**src/hdl/smdu_pkg.sv**
```systemverilog
// Shared constants, codes and the sideband type of the scaled multiply/divide unit.
package smdu_pkg;

    localparam int DATA_W     = 32;
    localparam int LIM_W      = 31;
    localparam int DSM_W      = 16;
    localparam int RADIX_LOG2 = 15;
    localparam int QUO_OVF_BIT = 2 * RADIX_LOG2;   // mul-div quotient limit 2^30
    localparam int DVD_W      = 48;                // divider dividend / quotient width
    localparam int DIV_STEPS  = DVD_W;             // one quotient bit per stage
    localparam int PROD_W     = 64;
    localparam int THR_W      = 35;                // limit-check thresholds

    localparam logic signed [THR_W-1:0] MAX_MAG = THR_W'(64'sd2147483647);

    typedef enum logic [1:0] {
        ACT_MUL_ADD = 2'd0,
        ACT_DIV     = 2'd1,
        ACT_MUL_DIV = 2'd2,
        ACT_RSVD    = 2'd3
    } action_t;

    // Travels beside the divider; preset result for items that need no divide.
    typedef struct packed {
        logic              use_div;
        logic              is_mul_div;
        logic              neg_q;
        logic              neg_r;
        logic              flag;
        logic [DATA_W-1:0] res;
        logic [DATA_W-1:0] rem;
    } side_t;

endpackage

```
**src/hdl/smdu_front.sv**
```systemverilog
// Front stages: operand magnitudes, multiplier, multiply-add limit checks, divider setup.
module smdu_front
    import smdu_pkg::*;
(
    input  logic                     clk,
    input  logic                     rst_n,
    input  logic                     adv,
    input  logic                     in_valid,
    input  logic [1:0]               in_action,
    input  logic [DATA_W-1:0]        in_x,
    input  logic [DATA_W-1:0]        in_n,
    input  logic [DATA_W-1:0]        in_y,
    input  logic [LIM_W-1:0]         in_lim,
    input  logic [DSM_W-1:0]         in_d,
    output logic                     out_valid,
    output logic [DVD_W-1:0]         out_dividend,
    output logic [DATA_W-1:0]        out_divisor,
    output side_t                    out_side
);

    // stage 1: input register
    logic v1_reg;
    logic [1:0] act1_reg;
    logic [DATA_W-1:0] x1_reg, n1_reg, y1_reg;
    logic [LIM_W-1:0] lim1_reg;
    logic [DSM_W-1:0] d1_reg;

    // stage 2: magnitudes, limit differences
    logic v2_reg;
    logic [1:0] act2_reg;
    logic sx2_reg, sn2_reg, nz2_reg, nhi2_reg;
    logic [DATA_W-1:0] x2_reg, y2_reg, mx2_reg, mn2_reg;
    logic [DSM_W-1:0] d2_reg;
    logic signed [THR_W-1:0] a2_reg, b2_reg;

    // stage 3: product, thresholds
    logic v3_reg;
    logic [1:0] act3_reg;
    logic sx3_reg, sn3_reg, nz3_reg, nhi3_reg;
    logic [DATA_W-1:0] x3_reg, y3_reg, mn3_reg;
    logic [DSM_W-1:0] d3_reg;
    logic [PROD_W-1:0] prod3_reg;
    logic signed [THR_W-1:0] thra3_reg, thrb3_reg, hi3_reg, lo3_reg;

    // stage 4: signed product
    logic v4_reg;
    logic [1:0] act4_reg;
    logic sx4_reg, sn4_reg, nz4_reg, nhi4_reg;
    logic [DATA_W-1:0] x4_reg, y4_reg, mn4_reg;
    logic [DSM_W-1:0] d4_reg;
    logic [DVD_W-1:0] prodl4_reg;
    logic signed [PROD_W-1:0] p4_reg;
    logic signed [THR_W-1:0] thra4_reg, nthrb4_reg, hi4_reg, lo4_reg;

    // stage 5 (outputs)
    logic v5_reg;
    logic [DVD_W-1:0] dvd5_reg;
    logic [DATA_W-1:0] dvs5_reg;
    side_t side5_reg;

    function automatic logic signed [PROD_W-1:0] ext_thr(input logic signed [THR_W-1:0] v);
        ext_thr = PROD_W'(v);
    endfunction

    // stage 2 logic
    logic [DATA_W-1:0] mx2_next, mn2_next;
    logic signed [THR_W-1:0] a2_next, b2_next, y1_ext;
    always_comb
    begin
        mx2_next = x1_reg[DATA_W-1] ? DATA_W'(-x1_reg) : x1_reg;
        mn2_next = n1_reg[DATA_W-1] ? DATA_W'(-n1_reg) : n1_reg;
        y1_ext   = THR_W'($signed(y1_reg));
        a2_next  = $signed({{(THR_W-LIM_W){1'b0}}, lim1_reg}) - y1_ext;
        b2_next  = $signed({{(THR_W-LIM_W){1'b0}}, lim1_reg}) + y1_ext;
    end

    // stage 3 logic
    logic [PROD_W-1:0] prod3_next;
    logic signed [THR_W-1:0] mn2_ext, y2_ext, thra3_next, thrb3_next;
    always_comb
    begin
        prod3_next = PROD_W'(mx2_reg) * PROD_W'(mn2_reg);
        mn2_ext    = $signed({{(THR_W-DATA_W){1'b0}}, mn2_reg});
        y2_ext     = THR_W'($signed(y2_reg));
        // truncating divide of a negative bound rounds up: x <= ceil(a/n) <=> n*x <= a+n-1
        thra3_next = a2_reg[THR_W-1] ? a2_reg + mn2_ext - THR_W'(1) : a2_reg;
        thrb3_next = b2_reg[THR_W-1] ? b2_reg + mn2_ext - THR_W'(1) : b2_reg;
    end

    // stage 5 logic
    logic ok5;
    logic [DVD_W-1:0] dvd5_next;
    logic [DATA_W-1:0] dvs5_next;
    side_t side5_next;
    always_comb
    begin
        ok5 = (p4_reg <= ext_thr(thra4_reg)) && (p4_reg >= ext_thr(nthrb4_reg))
              && (p4_reg <= ext_thr(hi4_reg)) && (p4_reg >= ext_thr(lo4_reg));
        dvd5_next  = '0;
        dvs5_next  = DATA_W'(1);
        side5_next = '0;
        unique case (action_t'(act4_reg))
            ACT_MUL_ADD:
            begin
                if (nz4_reg)
                    side5_next.res = y4_reg;
                else if (ok5)
                    side5_next.res = p4_reg[DATA_W-1:0] + y4_reg;
                else
                    side5_next.flag = 1'b1;
            end
            ACT_DIV:
            begin
                if (nz4_reg)
                begin
                    side5_next.flag = 1'b1;
                    side5_next.rem  = x4_reg;
                end
                else
                begin
                    side5_next.use_div = 1'b1;
                    side5_next.neg_q   = sx4_reg ^ sn4_reg;
                    side5_next.neg_r   = sx4_reg;
                    dvd5_next = {{(DVD_W-DATA_W){1'b0}},
                                 (x4_reg[DATA_W-1] ? DATA_W'(-x4_reg) : x4_reg)};
                    dvs5_next = mn4_reg;
                end
            end
            ACT_MUL_DIV:
            begin
                if (d4_reg == '0 || nhi4_reg)
                    side5_next.flag = 1'b1;
                else
                begin
                    side5_next.use_div    = 1'b1;
                    side5_next.is_mul_div = 1'b1;
                    side5_next.neg_q      = sx4_reg;
                    side5_next.neg_r      = sx4_reg;
                    dvd5_next = prodl4_reg;
                    dvs5_next = {{(DATA_W-DSM_W){1'b0}}, d4_reg};
                end
            end
            ACT_RSVD:
                side5_next.flag = 1'b1;
            default:
                side5_next.flag = 1'b1;
        endcase
    end

    always_ff @(posedge clk or negedge rst_n)
    begin
        if (!rst_n)
        begin
            v1_reg <= 1'b0;
            v2_reg <= 1'b0;
            v3_reg <= 1'b0;
            v4_reg <= 1'b0;
            v5_reg <= 1'b0;
        end
        else if (adv)
        begin
            v1_reg <= in_valid;
            v2_reg <= v1_reg;
            v3_reg <= v2_reg;
            v4_reg <= v3_reg;
            v5_reg <= v4_reg;
        end
    end

    always_ff @(posedge clk)
    begin
        if (adv)
        begin
            act1_reg <= in_action;
            x1_reg   <= in_x;
            n1_reg   <= in_n;
            y1_reg   <= in_y;
            lim1_reg <= in_lim;
            d1_reg   <= in_d;

            act2_reg <= act1_reg;
            sx2_reg  <= x1_reg[DATA_W-1];
            sn2_reg  <= n1_reg[DATA_W-1];
            nz2_reg  <= (n1_reg == '0);
            nhi2_reg <= (n1_reg[DATA_W-1:DSM_W] != '0);
            x2_reg   <= x1_reg;
            y2_reg   <= y1_reg;
            mx2_reg  <= mx2_next;
            mn2_reg  <= mn2_next;
            d2_reg   <= d1_reg;
            a2_reg   <= a2_next;
            b2_reg   <= b2_next;

            act3_reg  <= act2_reg;
            sx3_reg   <= sx2_reg;
            sn3_reg   <= sn2_reg;
            nz3_reg   <= nz2_reg;
            nhi3_reg  <= nhi2_reg;
            x3_reg    <= x2_reg;
            y3_reg    <= y2_reg;
            mn3_reg   <= mn2_reg;
            d3_reg    <= d2_reg;
            prod3_reg <= prod3_next;
            thra3_reg <= thra3_next;
            thrb3_reg <= thrb3_next;
            hi3_reg   <= MAX_MAG - y2_ext;
            lo3_reg   <= -MAX_MAG - y2_ext;

            act4_reg   <= act3_reg;
            sx4_reg    <= sx3_reg;
            sn4_reg    <= sn3_reg;
            nz4_reg    <= nz3_reg;
            nhi4_reg   <= nhi3_reg;
            x4_reg     <= x3_reg;
            y4_reg     <= y3_reg;
            mn4_reg    <= mn3_reg;
            d4_reg     <= d3_reg;
            prodl4_reg <= prod3_reg[DVD_W-1:0];
            p4_reg     <= (sx3_reg ^ sn3_reg) ? -$signed(prod3_reg) : $signed(prod3_reg);
            thra4_reg  <= thra3_reg;
            nthrb4_reg <= -thrb3_reg;
            hi4_reg    <= hi3_reg;
            lo4_reg    <= lo3_reg;

            dvd5_reg  <= dvd5_next;
            dvs5_reg  <= dvs5_next;
            side5_reg <= side5_next;
        end
    end

    assign out_valid    = v5_reg;
    assign out_dividend = dvd5_reg;
    assign out_divisor  = dvs5_reg;
    assign out_side     = side5_reg;

endmodule

```
**config.mk**
```make
export PLATFORM = sky130hd
export DESIGN_NAME = smdu_front
export DESIGN_NICKNAME = d
export VERILOG_FILES = /design/src/hdl/smdu_pkg.sv /design/src/hdl/smdu_front.sv
export SDC_FILE = /design/constraint.sdc
export NUM_CORES = 2
export LEC_CHECK = 0
export BUFFER_PORTS_ARGS = -buffer_cell sky130_fd_sc_hd__buf_2
export CORE_ASPECT_RATIO = 1.25
export CORE_UTILIZATION = 40
export DETAILED_ROUTE_END_ITERATION = 12
export GPL_TIMING_DRIVEN = 0
export PLACE_DENSITY = 0.64
export SLEW_MARGIN = 20
export SYNTH_ARGS = -nofsm -noshare
export SYNTH_HDL_FRONTEND = slang
export SYNTH_SLANG_ARGS = --single-unit
```
**constraint.sdc**
```tcl
create_clock -name clk -period 9.8 [get_ports clk]
set_input_delay 0.49 -clock clk [delete_from_list [all_inputs] [get_ports clk]]
set_output_delay 0.49 -clock clk [all_outputs]
set_load 0.1 [all_outputs]
```
==> results.ini <==
[synthesis]
yosys_warnings=0
synth_edf_count=1180
synth_cell_types=85
syn_avg_cell_area_um2=11.29
synthArstFlopShare_pct=0.4219
ys.flop_type=edfxtp_1
syn-cell-area_um2=89790
synth_nets=9718
synth_seq_cells=1185
seq_area_frac_synth_pct=39.60
syn_inst=7951

[critical_path]
cp-start-kind=flip-flop
cp-end-kind=flip-flop
worst-endpoint-required_ns=10.34
worst_path_max_delay_cell=edfxtp_1
reg2reg_depth=24
cpLargestDelayFamily=adder cells
path_common_cell=fa_1
worstPathMaxFanout=10
crit_chain=clkbuf_1 -> and2_1 -> fa_1 -> fa_1 -> inv_1 -> fa_1 -> fa_1 -> inv_1 -> fa_1 -> fa_1 -> fa_1 -> fa_1 -> ha_1 -> clkbuf_1 -> nand4_1 -> nor3_1 -> o21ai_0 -> nor4_2 -> o31ai_1 -> a21oi_1 -> a2111oi_0 -> nor2_1 -> a221oi_1 -> xnor2_1
crit_arrival_ns=10.22
crit_path_max_incr_delay_ns=0.78
path_depth=24
cp_num_buf_inv=4
setup.worst_path.class=flip-flop to flip-flop

[cts]
cts_buffer_depth=3
clock-sinks=1185
post_cts_buffers=0
clk_pin_slew_ns=0.07
clk_latency_ns=0.80
numCtsBuffers=118
htree_levels=3
clock-root-buffer=clkbuf_16
cts_tree=yes

[timing]
skew_ns=0.07641
post-route-min-period_ns=9.679
grt_setup_unrepaired=no
finalCritPeriodShare_pct=98.77
fin_setup_tns_ns=0
setup_viol=0
clock.fmax_ghz=0.1033
maxSlewHeadroom_pct=15.36
drv_slew=0
finalHoldViolations=0
worst_slew_pin_slew_ns=1.270

[global_route]
first_global_vias=62470
grt_start_max_net_pins=152
grt_pass1_wl_um=430700
grt-ovfl-total=0
grt_use_total_pct=26.53
antenna_found_initial=36

[route]
avgViaCountPerCell=5.266
antenna_left=0
routed_wl_um=300500
wire_per_inst_um=25.96
via_count=60970
dr.pass1.iters=7
first_iter_violations=4454
drc=0

[place]
dp_hpwl_um=243400
finalWeightedCongestion=0.9845
port_buffers=298

[finish]
layout_commonest_cell=inv_1
area_growth_pct=12.21
nets=10290
final_cell_mix=inv_1 (1378), edfxtp_1 (1180), fa_1 (901)
n_fill_cell=20810
drive_gt1_share_pct=6.737
largest_reg_flops=69

[floorplan]
num_io_pins=299
initial_core_util_pct=40.21
core_um2=223300
die_w_um=425.8
dieHeight_um=531.7
die-area_um2=226400
num_rows=194

[status]
status=completed

[min_path]
worstHoldPathType=input port to async pin

[flow_run]
maxCapViolations=0

cells in the mapped netlist (all sizes together), types with 6 or more instances:
| cell | count | share of area, % |
|---|---|---|
| or4 | 22 | 0.21 |
| xnor2 | 258 | 2.5 |
| a221oi | 13 | 0.13 |
| a211oi | 24 | 0.20 |
| nand2 | 669 | 2.8 |
| xor2 | 136 | 1.3 |
| a22o | 42 | 0.41 |
| o21a | 24 | 0.20 |
| and4 | 7 | 0.068 |
| buf | 9 | 0.050 |
| edfxtp | 1180 | 39 |
| a211o | 10 | 0.098 |
| mux2i | 19 | 0.21 |
| nor3 | 62 | 0.35 |
| o21ai | 229 | 1.3 |
| a41oi | 7 | 0.068 |
| a21boi | 7 | 0.059 |
| o22ai | 11 | 0.077 |
| o31ai | 52 | 0.44 |
| nor4 | 47 | 0.33 |
| or2 | 15 | 0.11 |
| nand3 | 59 | 0.33 |
| o211ai | 8 | 0.067 |
| ha | 717 | 10 |
| nand3b | 14 | 0.12 |
| fa | 901 | 20 |
| and3 | 61 | 0.43 |
| nand2b | 37 | 0.26 |
| inv | 1379 | 5.8 |
| or3 | 51 | 0.37 |
| a21o | 198 | 1.7 |
| and2 | 644 | 4.5 |
| clkbuf | 291 | 1.2 |
| a21oi | 279 | 1.6 |
| o21bai | 43 | 0.36 |
| o41ai | 14 | 0.15 |
| nand4 | 70 | 0.49 |
| nor2b | 34 | 0.24 |
| a31oi | 22 | 0.15 |
| nor4b | 6 | 0.065 |
| nor2 | 187 | 0.78 |
logic make-up (layout without fill, tap and decap cells):
logic type	count (synthesis)	count (layout)	share of synthesized area (%)
AO/OA/AOI/OAI	1046	1046	7.564
other	0	14	0
multiplexers	24	24	0.2745
flip-flops	1185	1185	39.60
XOR/XNOR	394	394	3.843
adder cells (fa/ha/maj)	1618	1618	30.08
AND/OR/NAND/NOR	2002	2002	11.58
buffers and inverters	1682	2355	7.061
layout make-up:
type	count	area, um2	share of cell area (%)
clock inverter	81	878.3	0.8718
clock buffer	137	3045	3.023
sequential	1185	35560	35.29
antenna	14	35.03	0.03477
timing repair buffer	455	3231	3.206
buffer	301	1199	1.190
multi-input combinational	5084	47940	47.58
inverter	1381	5184	5.145
tap	2940	3679	3.651
stage by stage:
stage | worst slack, ns | util, % | hold slack [ns] | cell area, um2 | cells
final | 0.1206 | 45.12 | 0.06512 | 100800 | 11580
after global routing | 0.003162 | 45.10 | 0.05319 | 100700 | 11570
after CTS | 0.2634 | 45.10 | 0.0002774 | 100700 | 11560
after detailed placement | -0.2057 | 42.67 | 0.3073 | 95290 | 11200
after global placement | -11.11 | 42.52 | 0.3014 | 94960 | 11190
after floorplan | 2.212 | - | 0.1944 | 89790 | 7951
what timing repair did:
item	CTS	global route
hold buffers	147	0
endpoints found under the setup margin	2	1
resized for setup	10	3
endpoints found under the hold margin	151	0
pin swaps	0	0
layer usage:
metal | up-vias | wire, um | global-route usage [%]
li1 | 27480 | - | -
met1 | 30930 | 126100 | 34.92
met4 | 6 | 14480 | 11.05
met2 | 2077 | 141100 | 43.53
met5 | - | 31 | 0
met3 | 481 | 18780 | 3.987
worst paths after layout:
path                                   from             to  slack [ns]
worst max-delay path            mx2_reg[19]  prod3_reg[62]        0.12
worst min-delay path                  rst_n         v4_reg        0.07
worst max register to register  mx2_reg[19]  prod3_reg[62]        0.12
worst min register to register   x2_reg[18]     x3_reg[18]        0.40
max in group asynchronous             rst_n         v3_reg        9.61
min in group clk                        adv     y3_reg[27]        0.18
Power is not shown: default switching activity piles up to over one toggle a cycle in this logic, so the estimate is an artifact.
