`src/hdl/smdu_pkg.sv`:
```
// Shared constants, codes and the sideband type of the scaled multiply/divide unit.
package smdu_pkg;

    localparam int DATA_W     = 32;
    localparam int LIM_W      = 31;
    localparam int DSM_W      = 16;
    localparam int RADIX_LOG2 = 15;
    localparam int QUO_OVF_BIT = 2 * RADIX_LOG2;   // mul-div quotient limit 2^30
    localparam int DVD_W      = 48;                // divider dividend / quotient width
    localparam int DIV_STEPS  = DVD_W;             // one quotient bit per stage
    localparam int PROD_W     = 64;
    localparam int THR_W      = 35;                // limit-check thresholds

    localparam logic signed [THR_W-1:0] MAX_MAG = THR_W'(64'sd2147483647);

    typedef enum logic [1:0] {
        ACT_MUL_ADD = 2'd0,
        ACT_DIV     = 2'd1,
        ACT_MUL_DIV = 2'd2,
        ACT_RSVD    = 2'd3
    } action_t;

    // Travels beside the divider; preset result for items that need no divide.
    typedef struct packed {
        logic              use_div;
        logic              is_mul_div;
        logic              neg_q;
        logic              neg_r;
        logic              flag;
        logic [DATA_W-1:0] res;
        logic [DATA_W-1:0] rem;
    } side_t;

endpackage

```
`src/hdl/smdu_back.sv`:
```
// Output stage: sign fix-up, quotient range checks, result register.
module smdu_back
    import smdu_pkg::*;
(
    input  logic              clk,
    input  logic              rst_n,
    input  logic              adv,
    input  logic              in_valid,
    input  logic [DVD_W-1:0]  in_quotient,
    input  logic [DATA_W-1:0] in_remainder,
    input  side_t             in_side,
    output logic              out_valid,
    output logic [DATA_W-1:0] out_result,
    output logic [DATA_W-1:0] out_rem,
    output logic              out_flag
);

    logic              valid_reg;
    logic [DATA_W-1:0] res_reg, rem_reg;
    logic              flag_reg;

    logic [DATA_W-1:0] res_next, rem_next, q_signed, r_signed;
    logic              flag_next;

    always_comb
    begin
        q_signed = in_side.neg_q ? DATA_W'(-in_quotient[DATA_W-1:0])
                                 : in_quotient[DATA_W-1:0];
        r_signed = in_side.neg_r ? DATA_W'(-in_remainder) : in_remainder;
        res_next  = in_side.res;
        rem_next  = in_side.rem;
        flag_next = in_side.flag;
        if (in_side.use_div)
        begin
            res_next  = q_signed;
            rem_next  = r_signed;
            flag_next = 1'b0;
            if (in_side.is_mul_div)
            begin
                // high digit reached the radix: flag, keep the remainder
                if (in_quotient[DVD_W-1:QUO_OVF_BIT] != '0)
                begin
                    res_next  = '0;
                    flag_next = 1'b1;
                end
            end
            else if (in_quotient[DATA_W-1])
            begin
                // only -2^31 divided by 1 or -1 lands here
                res_next  = '0;
                rem_next  = '0;
                flag_next = 1'b1;
            end
        end
    end

    always_ff @(posedge clk or negedge rst_n)
    begin
        if (!rst_n)
            valid_reg <= 1'b0;
        else if (adv)
            valid_reg <= in_valid;
    end

    always_ff @(posedge clk)
    begin
        if (adv)
        begin
            res_reg  <= res_next;
            rem_reg  <= rem_next;
            flag_reg <= flag_next;
        end
    end

    assign out_valid  = valid_reg;
    assign out_result = res_reg;
    assign out_rem    = rem_reg;
    assign out_flag   = flag_reg;

endmodule

```
`config.mk`:
```
export PLATFORM = sky130hd
export DESIGN_NAME = smdu_back
export DESIGN_NICKNAME = d
export VERILOG_FILES = /design/src/hdl/smdu_pkg.sv /design/src/hdl/smdu_back.sv
export SDC_FILE = /design/constraint.sdc
export NUM_CORES = 1
export LEC_CHECK = 0
export BUFFER_PORTS_ARGS = -buffer_cell sky130_fd_sc_hd__buf_2
export CAP_MARGIN = 20
export CELL_PAD_IN_SITES_DETAIL_PLACEMENT = 1
export CELL_PAD_IN_SITES_GLOBAL_PLACEMENT = 2
export CORE_MARGIN = 2
export CORE_UTILIZATION = 24
export CTS_CLUSTER_DIAMETER = 150
export DETAILED_ROUTE_END_ITERATION = 8
export PLACE_DENSITY = 0.85
export SYNTH_ARGS = -nofsm -noshare
export SYNTH_HDL_FRONTEND = slang
export SYNTH_SLANG_ARGS = --single-unit
```
`constraint.sdc`:
```
create_clock -name clk -period 0.8 [get_ports clk]
set_clock_uncertainty 0.1 [all_clocks]
set_input_delay 0.08 -clock clk [delete_from_list [all_inputs] [get_ports clk]]
set_output_delay 0.08 -clock clk [all_outputs]
set_load 0.01 [all_outputs]
```
==> summary.txt, run 1 <==
Clock network
  • TritonCTS buffer count: 9
  • CTS sink cnt: 66
  • CTS tree: built
  • Clk slew on worst S/H paths: roughly 0.060 ns
  • CTS HTree Levels: 3
  • Clock latency on the worst-skew pair: about 0.34 ns
  • Root Buffer: clkbuf_16
  • Clock tree buffer depth: 2

Logic synthesis
  • FFs w/ async S/R, synth: approximately 1.5%
  • Post-synthesis cell area: a little over 0.004 mm^2
  • Syn Area/Cell: roughly 11 um^2
  • Number of synthesized flops with an enable pin: 65
  • Commonest register cell after synthesis: edfxtp_1
  • Post-synthesis net count: roughly 520
  • Synth warn: 0
  • Area leader, netlist: edfxtp_1
  • Post-synth top area share: 47.3%
  • Synth top area cells: edfxtp_1 (47%), o2bb2ai_1 (7.2%), xnor2_1 (6.2%), xor2_1 (5.5%), a22o_1 (5.3%)
  • Syn Inst Count: 363
  • Seq cells post-synth: between 60 and 70
  • Synth cell count leaders: edfxtp_1 (65), o2bb2ai_1 (34), xnor2_1 (29)
  • Post-synthesis sequential area ratio: between 40% and 50%
  • Cell variety after synth: 47
  • Most frequent cell after synthesis: edfxtp_1

Timing
  • Minimum clock period: roughly 1.9 ns
  • Slew margin rel.: around two thirds
  • Endpoints failing setup: 130
  • Unrepaired setup endpoints after global routing: true
  • Setup slack after layout: -1.05 ns
  • Tcrit/Tclk final: 231%
  • Final Hold Viols: 60
  • Fin Hold WS: -0.123 ns
  • Fin. max-slew vios: 0
  • F_max: between 500 and 600 MHz
  • Worst Tran Pin Value: about 0.47 ns

Global routing
  • GRT Util Overall: between 20% and 30%
  • GRT overflow: 0
  • Initial antenna violation count: 3
  • Largest net degree at the start of global routing: 22
  • Vias in the first global route: roughly 5600
  • First-pass GRT wire length: between 30000 and 40000 um

Power and ir drop
  • Flop pwr share: approximately 37%
  • Logic pwr share: a little under a third
  • Internal power: a little over 8 mW
  • Clock power share: 32.1%
  • Pwr dens: between 1000 and 1500 mW/mm^2
  • Switching portion of total power: between 20% and 30%
  • P_sw: roughly 3.4 mW
  • Peak VDD IR: roughly 0.0009 V
  • Leakage: 3.70 nW

Finish
  • P&R area growth vs syn: 112%
  • Filler cell count: between 1500 and 2000
  • Layout cells sized above 1: a little under three quarters
  • Final core occ: 52.4%
  • Final nets: 894
  • Final Cell Area: 0.00875 mm^2

Floorplanning
  • Die area: about 0.018 mm^2
  • Effective utilization at floorplan: 24.7%
  • Site Rows: 47
  • Core box area: roughly 0.017 mm^2
  • I/O pin cnt: around 220
  • Die H: approximately 140 um
  • Chip width: approximately 140 um

Detailed routing
  • Avg WL per Cell: 22.2 um
  • Via count: just under 5000
  • Final WL: between 20000 and 25000 um
  • Pre-antenna DRT Iters: 4
  • Via/cell ratio: roughly 5.0
  • # DRC: 0
  • Iteration-0 DRC count of the detailed router: 200
  • ANT nets after route: 0

Placed design
  • Post-DP HPWL: about 14000 um
  • Port Buf Inserts: 218
  • Final Wtd Congestion: 0.820
  • Cell Area, Placed: just under 0.007 mm^2

Worst setup path
  • Crit Path Category: input port to flip-flop
  • Crit path required time: roughly 0.8 ns
  • R2R cell count: 1
  • Crit Path Max Fanout: 6
  • Startpoint Class: input port
  • Worst setup EP type: flip-flop
  • Arrival time worst endpoint: around 1.8 ns

Outcome
  • Outcome: complete, but fails checks
  • Failing checks: negative hold slack, negative setup slack

Flow run
  • Max cap viols: 0

Min path
  • Hold WC Path Type: input port to flip-flop
  • WHS Path Cells: 2
-- critical path: stages --
cell       delay (ns)
buf_6            0.09
or4_4            0.56
or3_4            0.45
o31ai_4          0.27
xor2_1           0.25
o2bb2ai_1        0.12
-- cells by family (layout without fill, tap and decap cells) --
kind of cell | count (synthesis) | count (layout) | synth area share [%]
AO/OA/AOI/OAI | 118 | 118 | 23.4
AND/OR/NAND/NOR | 84 | 85 | 12.0
flip-flops | 66 | 66 | 47.9
XOR/XNOR | 55 | 55 | 11.7
buffers and inverters | 33 | 413 | 3.18
multiplexers | 5 | 5 | 1.24
adder cells (fa/ha/maj) | 2 | 2 | 0.606
other | 0 | 2 | 0
-- layout by cell type, fill, tap and decap left out, types with 7 or more instances in the layout --
cell type | Yosys | routed
xnor2_1 | 29 | 19
xor2_1 | 26 | 23
o41ai_4 | 0 | 11
clkbuf_16 | 0 | 9
nor3_1 | 8 | 7
xnor2_2 | 0 | 9
o31ai_4 | 0 | 19
o2bb2ai_2 | 0 | 17
buf_2 | 0 | 191
o2bb2ai_1 | 34 | 13
or4_4 | 1 | 7
buf_6 | 1 | 49
buf_8 | 0 | 7
nor2_1 | 14 | 10
buf_4 | 0 | 120
nor4_4 | 1 | 9
edfxtp_1 | 65 | 65
nand2_4 | 0 | 7
nand2_1 | 15 | 7
a22o_1 | 25 | 25
buf_12 | 0 | 12
-- path summary, 6_finish.rpt --
kind | slack (ns) | from | end
min in group asynchronous | 0.48 | rst_n | out_valid$_DFFE_PN0P_
max in group asynchronous | 0.03 | rst_n | out_valid$_DFFE_PN0P_
worst max-delay path | -1.05 | in_quotient[16] | out_result[26]$_DFFE_PP_
worst min register to register | 0.43 | out_valid$_DFFE_PN0P_ | out_valid$_DFFE_PN0P_
worst max register to register | -0.05 | out_valid$_DFFE_PN0P_ | out_valid$_DFFE_PN0P_
worst min-delay path | -0.12 | in_valid | out_valid$_DFFE_PN0P_
-- registers in the layout, summed over array words and instances, names as in the netlist --
name / count
out_valid: 1
out_flag: 1
out_result: 32
out_rem: 32
-- cell type report --
class | count | area, um^2 | share of cell area, %
diodes | 2 | 5.00 | 0.0572
clock buffers | 13 | 250 | 2.86
clock inverters | 3 | 15.0 | 0.172
inverters | 12 | 92.6 | 1.06
multi-input cells | 265 | 3250 | 37.1
flip-flops and latches | 66 | 1980 | 22.6
well taps | 220 | 275 | 3.15
repair buffers | 385 | 2880 | 33.0
-- power by group through the flow --
stage,Clock (mW),Combinational [mW],Sequential (mW)
floorplan,0,1.01,4.54
global placement,0,2.67,4.34
detailed placement,0,2.78,4.35
CTS,3.79,3.28,4.29
global route,3.93,3.77,4.31
finish,3.71,3.58,4.29
-- layer usage --
layer	vias to the layer above	part of all wire, %	track usage [%]	wire length, um
met5	-	0	0	0
met4	0	2.8	8.10	605
met3	40	6.6	6.61	1420
met2	184	55	43.8	11900
met1	2411	35	22.5	7540
li1	2229	-	-	-
-- what timing repair did --
action,CTS,global route
hold buffers,2,1
resized for setup,152,78
buffers inserted,19,13
hold endpoints to repair,64,61
gates cloned,5,1
setup endpoints to repair,132,133
pin swaps,62,57
-- through the flow --
step | hold slack [ns] | total power, mW | setup TNS, ns | setup WS (ns) | cells
2_1_floorplan | -0.316 | 5.54 | -50.39 | -1.16 | 363
3_3_place_gp | -0.245 | 7.00 | -76.92 | -1.33 | 912
3_5_place_dp | -0.242 | 7.13 | -79.91 | -1.39 | 912
4_1_cts | -0.137 | 11.4 | -56.55 | -0.947 | 954
5_1_grt | -0.127 | 12.0 | -63.28 | -1.05 | 964
6_report | -0.123 | 11.6 | -59.50 | -1.05 | 966
No activity file was read; power rests on OpenSTA's default activity.
==> run 2, diff against run 1 <==
--- a/config.mk
+++ b/config.mk
@@ -10,10 +10,10 @@
 export CELL_PAD_IN_SITES_DETAIL_PLACEMENT = 1
 export CELL_PAD_IN_SITES_GLOBAL_PLACEMENT = 2
 export CORE_MARGIN = 2
-export CORE_UTILIZATION = 24
+export CORE_UTILIZATION = 27
 export CTS_CLUSTER_DIAMETER = 150
 export DETAILED_ROUTE_END_ITERATION = 8
-export PLACE_DENSITY = 0.85
+export PLACE_DENSITY = 0.83
 export SYNTH_ARGS = -nofsm -noshare
 export SYNTH_HDL_FRONTEND = slang
 export SYNTH_SLANG_ARGS = --single-unit
==> constraint.sdc (replaced) <==
create_clock -name clk -period 2.05 [get_ports clk]
set_clock_uncertainty 0.1 [all_clocks]
set_input_delay 0.205 -clock clk [delete_from_list [all_inputs] [get_ports clk]]
set_output_delay 0.205 -clock clk [all_outputs]
set_load 0.01 [all_outputs]
==> summary.txt, run 2 (synthesis gave the netlist of run 1 again) <==
Outcome
  • Outcome: finished, final reports clean

Clock network
  • Clock latency on the worst-skew pair: 0.34 ns (about the same)
  • Clock tree buffer depth: 2 (unchanged)
  • Clk slew on worst S/H paths: 0.06 ns (about the same)
  • Root Buffer: clkbuf_16
  • CTS tree: built
  • TritonCTS buffer count: 9 (unchanged)
  • CTS sink cnt: 66 (unchanged)
  • Post-CTS setup buffers: 0 (-19)
  • CTS HTree Levels: 3 (unchanged)

Detailed routing
  • ANT nets after route: 0 (unchanged)
  • Iteration-0 DRC count of the detailed router: 128 (-36%)
  • Pre-antenna DRT Iters: 4 (unchanged)
  • Via/cell ratio: 5.16 (+2.5%)
  • # DRC: 0 (unchanged)
  • Avg WL per Cell: 19.0 um (-14%)
  • Via count: 4316 (-11%)
  • Final WL: 15900 um (-26%)

Finish
  • ANT cells: 0 (-2)
  • Layout cells sized above 1: 48.9% (-22 points)
  • Most common cell after layout, fill and taps aside: buf_2
  • P&R area growth vs syn: 53.8%
  • Filler cell count: 1741 (-1.7%)
  • Commonest cells after routing, fill and taps aside: buf_2 (218), edfxtp_1 (65), buf_4 (65)
  • Multi-input gate area: 0.00205 mm^2 (-37%)
  • Register area: 0.00198 mm^2 (unchanged)
  • Final nets: 798 (-11%)

Timing
  • Tcrit/Tclk final: between 90% and 100%
  • Final Hold Viols: 0 (-100%)
  • Fin. max-slew vios: 0 (unchanged)
  • Worst Tran Pin Value: 0.541 ns (+0.0722 ns)
  • Minimum clock period: between 2 and 2.5 ns
  • Unrepaired setup endpoints after global routing: false
  • Setup slack after layout: 0.0341 ns (+1.08 ns)
  • Endpoints failing setup: 0 (-100%)
  • F_max: just under 500 MHz
  • Slew margin rel.: 63.9% (-4.5 points)
  • Final setup TNS: 0 ns (+59.50 ns)

Worst setup path
  • Delay-heaviest family, CP: simple AND/OR/NAND/NOR gates
  • Crit Path Category: input port to flip-flop
  • Max incr delay on CP: 0.54 ns (-0.02 ns)
  • R2R cell count: 1 (unchanged)
  • Arrival time worst endpoint: 2.01 ns (+0.18 ns)
  • Crit Reg-Reg Endpoint: out_valid$_DFFE_PN0P_
  • Critical-path top delay cell: or4_4
  • Critical path, cell by cell: buf_2 > or4_4 > or3_4 > o41ai_1 > xor2_1 > o2bb2ai_1
  • Worst Path Buf+Inv: 1 (unchanged)
  • Reg2reg start: out_valid$_DFFE_PN0P_
  • Startpoint Class: input port
  • Crit Path Max Fanout: 11 (+5)
  • Flop-to-flop setup slack: 1.22 ns (+1.27 ns)
  • Worst setup EP type: flip-flop
  • Crit path required time: 2.04 ns (+1.26 ns)

Flow run
  • Max cap viols: 0 (unchanged)

Power and ir drop
  • Clock power share: 41.4% (+9.3 points)
  • Logic pwr share: 20.6% (-10 points)
  • Flop pwr share: 38.0% (+0.9 points)
  • Peak VDD IR: 0.000351 V (-62%)
  • Leakage: 2.66 nW (-28%)
  • Internal power: 3.26 mW (-60%)
  • P_sw: 1.14 mW (-67%)
  • Switching portion of total power: 25.9% (-3.5 points)
  • Pwr dens: 693 mW/mm^2 (-48%)

Floorplanning
  • Die area: 0.0163 mm^2 (-11%)
  • I/O pin cnt: 219 (unchanged)
  • Site Rows: 45 (-4.3%)
  • Effective utilization at floorplan: 27.3% (+2.6 points)
  • Core box area: 0.0151 mm^2 (-9.6%)
  • Chip width: 128 um (-5.6%)
  • Die H: 128 um (-5.6%)

Global routing
  • Largest net degree at the start of global routing: 32 (+45%)
  • Initial antenna violation count: 0 (-3)
  • GRT Util Overall: 19.4% (-3.1 points)
  • First-pass GRT wire length: 24400 um (-22%)
  • Vias in the first global route: 4590 (-18%)
  • GRT overflow: 0 (unchanged)

Min path
  • WHS Path Cells: 2 (unchanged)
  • Hold EP: out_rem[4]$_DFFE_PP_
  • Worst min-delay path startpoint: in_side[4]
  • Hold WC Path Type: input port to flip-flop

Placed design
  • Pre-CTS setup slack: -0.293 ns (+1.09 ns)
  • Port Buf Inserts: 218 (unchanged)
  • Post-DP HPWL: 12600 um (-9.3%)
  • Final Wtd Congestion: 0.833 (+1.6%)
run 2: how the worst max path moves through the flow:
| stage | from | to | slack [ns] | cells after the start |
|---|---|---|---|---|
| final | in_quotient[16] | out_result[25]$_DFFE_PP_ | 0.03 | 6 |
| after detailed placement | in_quotient[16] | out_result[25]$_DFFE_PP_ | -0.29 | 6 |
| after CTS | in_quotient[16] | out_result[25]$_DFFE_PP_ | 0.07 | 6 |
| after floorplan | in_quotient[16] | out_result[27]$_DFFE_PP_ | -0.05 | 6 |
| after global routing | in_quotient[16] | out_result[31]$_DFFE_PP_ | 0.02 | 7 |
| after global placement | in_quotient[16] | out_result[25]$_DFFE_PP_ | -0.23 | 6 |
run 2: final cells by class:
class,instances,area share (%)
multi-input combinational,264,32.2
clock buffer,10,3.61
timing repair buffer,290,26.8
sequential,66,31.1
tap,188,3.71
clock inverter,6,1.81
inverter,12,0.710
run 2: stage by stage:
step           area [um^2]  power (mW)  cells  hold slack, ns  utilization (%)
6_report              6350        4.40    836          0.0453             42.1
5_1_grt               6350        4.59    836          0.0288             42.1
4_1_cts               6320        4.46    836          0.0262             41.9
3_5_place_dp          5950        2.61    818          -0.119             39.5
3_3_place_gp          5950        2.58    818          -0.120             39.5
2_1_floorplan         4130        2.07    363          -0.191                -
run 2: layer usage:
layer | wire (um) | GRT usage [%] | vias to the layer above
li1 | - | - | 2029
met1 | 6260 | 21.8 | 2087
met2 | 8100 | 34.5 | 177
met3 | 1280 | 6.41 | 23
met4 | 286 | 6.85 | 0
met5 | 0 | 0 | -
run 2: power by group through the flow:
stage	clock network, mW	logic, mW	registers, mW
floorplan	0	0.302	1.77
global placement	0	0.881	1.70
detailed placement	0	0.904	1.70
CTS	1.88	0.911	1.67
global route	1.92	0.987	1.68
finish	1.82	0.906	1.67
run 2: timing repair:
item / CTS / global route
resized for setup: 0 / 4
endpoints found under the hold margin: 2 / 0
endpoints found under the setup margin: 0 / 5
hold buffers: 2 / 0
==> run 3, diff against run 2 <==
==> constraint.sdc (replaced) <==
create_clock -name clk -period 2.05 [get_ports clk]
set_clock_uncertainty 0.1 [all_clocks]
set_input_delay 0.3075 -clock clk [delete_from_list [all_inputs] [get_ports clk]]
set_output_delay 0.3075 -clock clk [all_outputs]
set_load 0.01 [all_outputs]
==> summary.txt, run 3 (synthesis gave the netlist of run 1 again) <==
Worst setup path
  • Startpoint Class: input port
  • Crit Reg-Reg Endpoint: out_valid$_DFFE_PN0P_
  • Crit path required time: 2.03 ns (about the same)
  • Arrival time worst endpoint: 2.01 ns (about the same)
  • Flop-to-flop setup slack: 1.18 ns (-0.04 ns)
  • Worst setup EP type: flip-flop
  • Crit Path Category: input port to flip-flop
  • Crit Path Max Fanout: 12 (+1)
  • Reg2reg start: out_valid$_DFFE_PN0P_
  • R2R cell count: 1 (unchanged)

Min path
  • Worst min-delay path startpoint: in_valid
  • Hold EP: out_valid$_DFFE_PN0P_
  • WHS Path Cells: 2 (unchanged)
  • Hold WC Path Type: input port to flip-flop

Clock network
  • CTS sink cnt: 66 (unchanged)
  • CTS HTree Levels: 3 (unchanged)
  • TritonCTS buffer count: 9 (unchanged)
  • Root Buffer: clkbuf_16
  • Clk slew on worst S/H paths: 0.06 ns (about the same)
  • Clock latency on the worst-skew pair: 0.33 ns (about the same)
  • Clock tree buffer depth: 2 (unchanged)
  • CTS tree: built

Placed design
  • Post-DP HPWL: 12600 um (-0.11%)
  • Number of instances in the placed design: 832 (+1.7%)
  • Final Wtd Congestion: 0.862 (+3.5%)
  • Port Buf Inserts: 218 (unchanged)

Power and ir drop
  • Clock power share: 39.3% (-2.1 points)
  • Total power: 4.30 mW (-2.2%)
  • Logic pwr share: 21.8% (+1.2 points)
  • Peak VDD IR: 0.000354 V (+0.95%)
  • Internal power: 3.15 mW (-3.2%)
  • Pwr dens: 667 mW/mm^2 (-3.8%)
  • Flop pwr share: 38.9% (+0.9 points)
  • P_sw: 1.15 mW (+0.67%)
  • Leakage: 2.72 nW (+2.3%)
  • Switching portion of total power: 26.7% (+0.77 points)

Detailed routing
  • Final WL: 16200 um (+1.5%)
  • # DRC: 0 (unchanged)
  • ANT nets after route: 0 (unchanged)
  • Pre-antenna DRT Iters: 4 (unchanged)
  • Iteration-0 DRC count of the detailed router: 165 (+29%)
  • Via count: 4319 (+0.070%)
  • Avg WL per Cell: 19.0 um (-0.18%)
  • Via/cell ratio: 5.08 (-1.6%)

Timing
  • Minimum clock period: 2.03 ns (+0.0102 ns)
  • Tcrit/Tclk final: 98.8% (+0.50 points)
  • Fin. max-slew vios: 0 (unchanged)
  • Slew margin rel.: 60.5% (-3.5 points)
  • Endpoints failing setup: 0 (unchanged)
  • Unrepaired setup endpoints after global routing: true
  • Fin Hold WS: 0.131 ns (+0.0859 ns)
  • Worst Tran Pin Value: 0.593 ns (+0.0522 ns)
  • F_max: 494 MHz (-0.50%)
  • Final Hold Viols: 0 (unchanged)

Global routing
  • First-pass GRT wire length: 24500 um (+0.48%)
  • Vias in the first global route: 4609 (+0.41%)
  • GRT overflow: 0 (unchanged)
  • Largest net degree at the start of global routing: 51 (+59%)
  • GRT Util Overall: 19.5% (+0.060 points)
  • Initial antenna violation count: 1 (+1)

Finish
  • Most common cell after layout, fill and taps aside: buf_2
  • ANT cells: 0 (unchanged)
  • Commonest cells after routing, fill and taps aside: buf_2 (218), buf_4 (80), edfxtp_1 (65)
  • Layout cells sized above 1: 50.6% (+1.7 points)
  • Final nets: 812 (+1.8%)
  • Final cell count without fillers: 850 (+1.7%)
  • P&R area growth vs syn: 56.3%

Flow run
  • Max cap viols: 0 (unchanged)

Floorplanning
  • Die H: 128 um (unchanged)
  • Effective utilization at floorplan: 27.3% (unchanged)
  • I/O pin cnt: 219 (unchanged)
  • Core box area: 0.0151 mm^2 (unchanged)
  • Chip width: 128 um (unchanged)
  • Die area: 0.0163 mm^2 (unchanged)
  • Site Rows: 45 (unchanged)

Outcome
  • Outcome: finished, final reports clean
[run 3: worst max-delay path, stage by stage]
cell     delay [ns]
buf_2          0.12
or4_4          0.54
or3_4          0.44
nor4_1         0.36
buf_4          0.18
o32ai_1        0.06
[run 3: per-layer routing]
metal | routed length [um] | track usage, % | vias to the layer above
met4 | 339 | 6.01 | 2
li1 | - | - | 2047
met3 | 1210 | 6.62 | 24
met5 | 13 | 0 | -
met1 | 6370 | 21.3 | 2084
met2 | 8240 | 35.6 | 162
[run 3: worst max-delay path by stage]
stage                    start                        to  slack, ns  depth (start not counted)
6_report       in_quotient[16]  out_result[31]$_DFFE_PP_       0.02                          6
5_1_grt        in_quotient[16]  out_result[27]$_DFFE_PP_      -0.03                          6
4_1_cts        in_quotient[16]  out_result[25]$_DFFE_PP_      -0.01                          6
3_5_place_dp   in_quotient[16]  out_result[31]$_DFFE_PP_      -0.37                          6
3_3_place_gp   in_quotient[16]  out_result[31]$_DFFE_PP_      -0.38                          6
2_1_floorplan  in_quotient[16]  out_result[27]$_DFFE_PP_      -0.15                          6
[run 3: area by class of cell]
type / count / area [um^2]
clock inverters: 7 / 92.6
clock buffers: 9 / 225
fillers: 1755 / 8640
inverters: 12 / 45.0
well taps: 188 / 235
multi-input cells: 264 / 2070
repair buffers: 304 / 1800
flip-flops and latches: 66 / 1980
[run 3: stage by stage]
step	util, %	setup slack, ns	cell area (um^2)	TNS, ns
finish	42.7	0.0239	6450	0
detailed placement	40.2	-0.371	6070	-11.03
global placement	40.2	-0.382	6070	-8.19
CTS	42.4	-0.0112	6400	-0.0213
global route	42.7	-0.0316	6450	-0.174
floorplan	-	-0.148	4140	-1.18
[run 3: what timing repair did]
action                     4_1_cts  5_1_grt
gates resized for setup          0        7
pin swaps                        0        1
setup endpoints to repair        2       19
setup buffers                    0        1
hold buffers                     1        0
hold endpoints to repair         1        0
[run 3: power by group through the flow]
stage,combinational (mW),sequential (mW),clock [mW]
6_report,0.939,1.67,1.69
5_1_grt,1.02,1.68,1.76
4_1_cts,0.938,1.67,1.72
3_5_place_dp,0.931,1.70,0
3_3_place_gp,0.910,1.70,0
2_1_floorplan,0.303,1.77,0
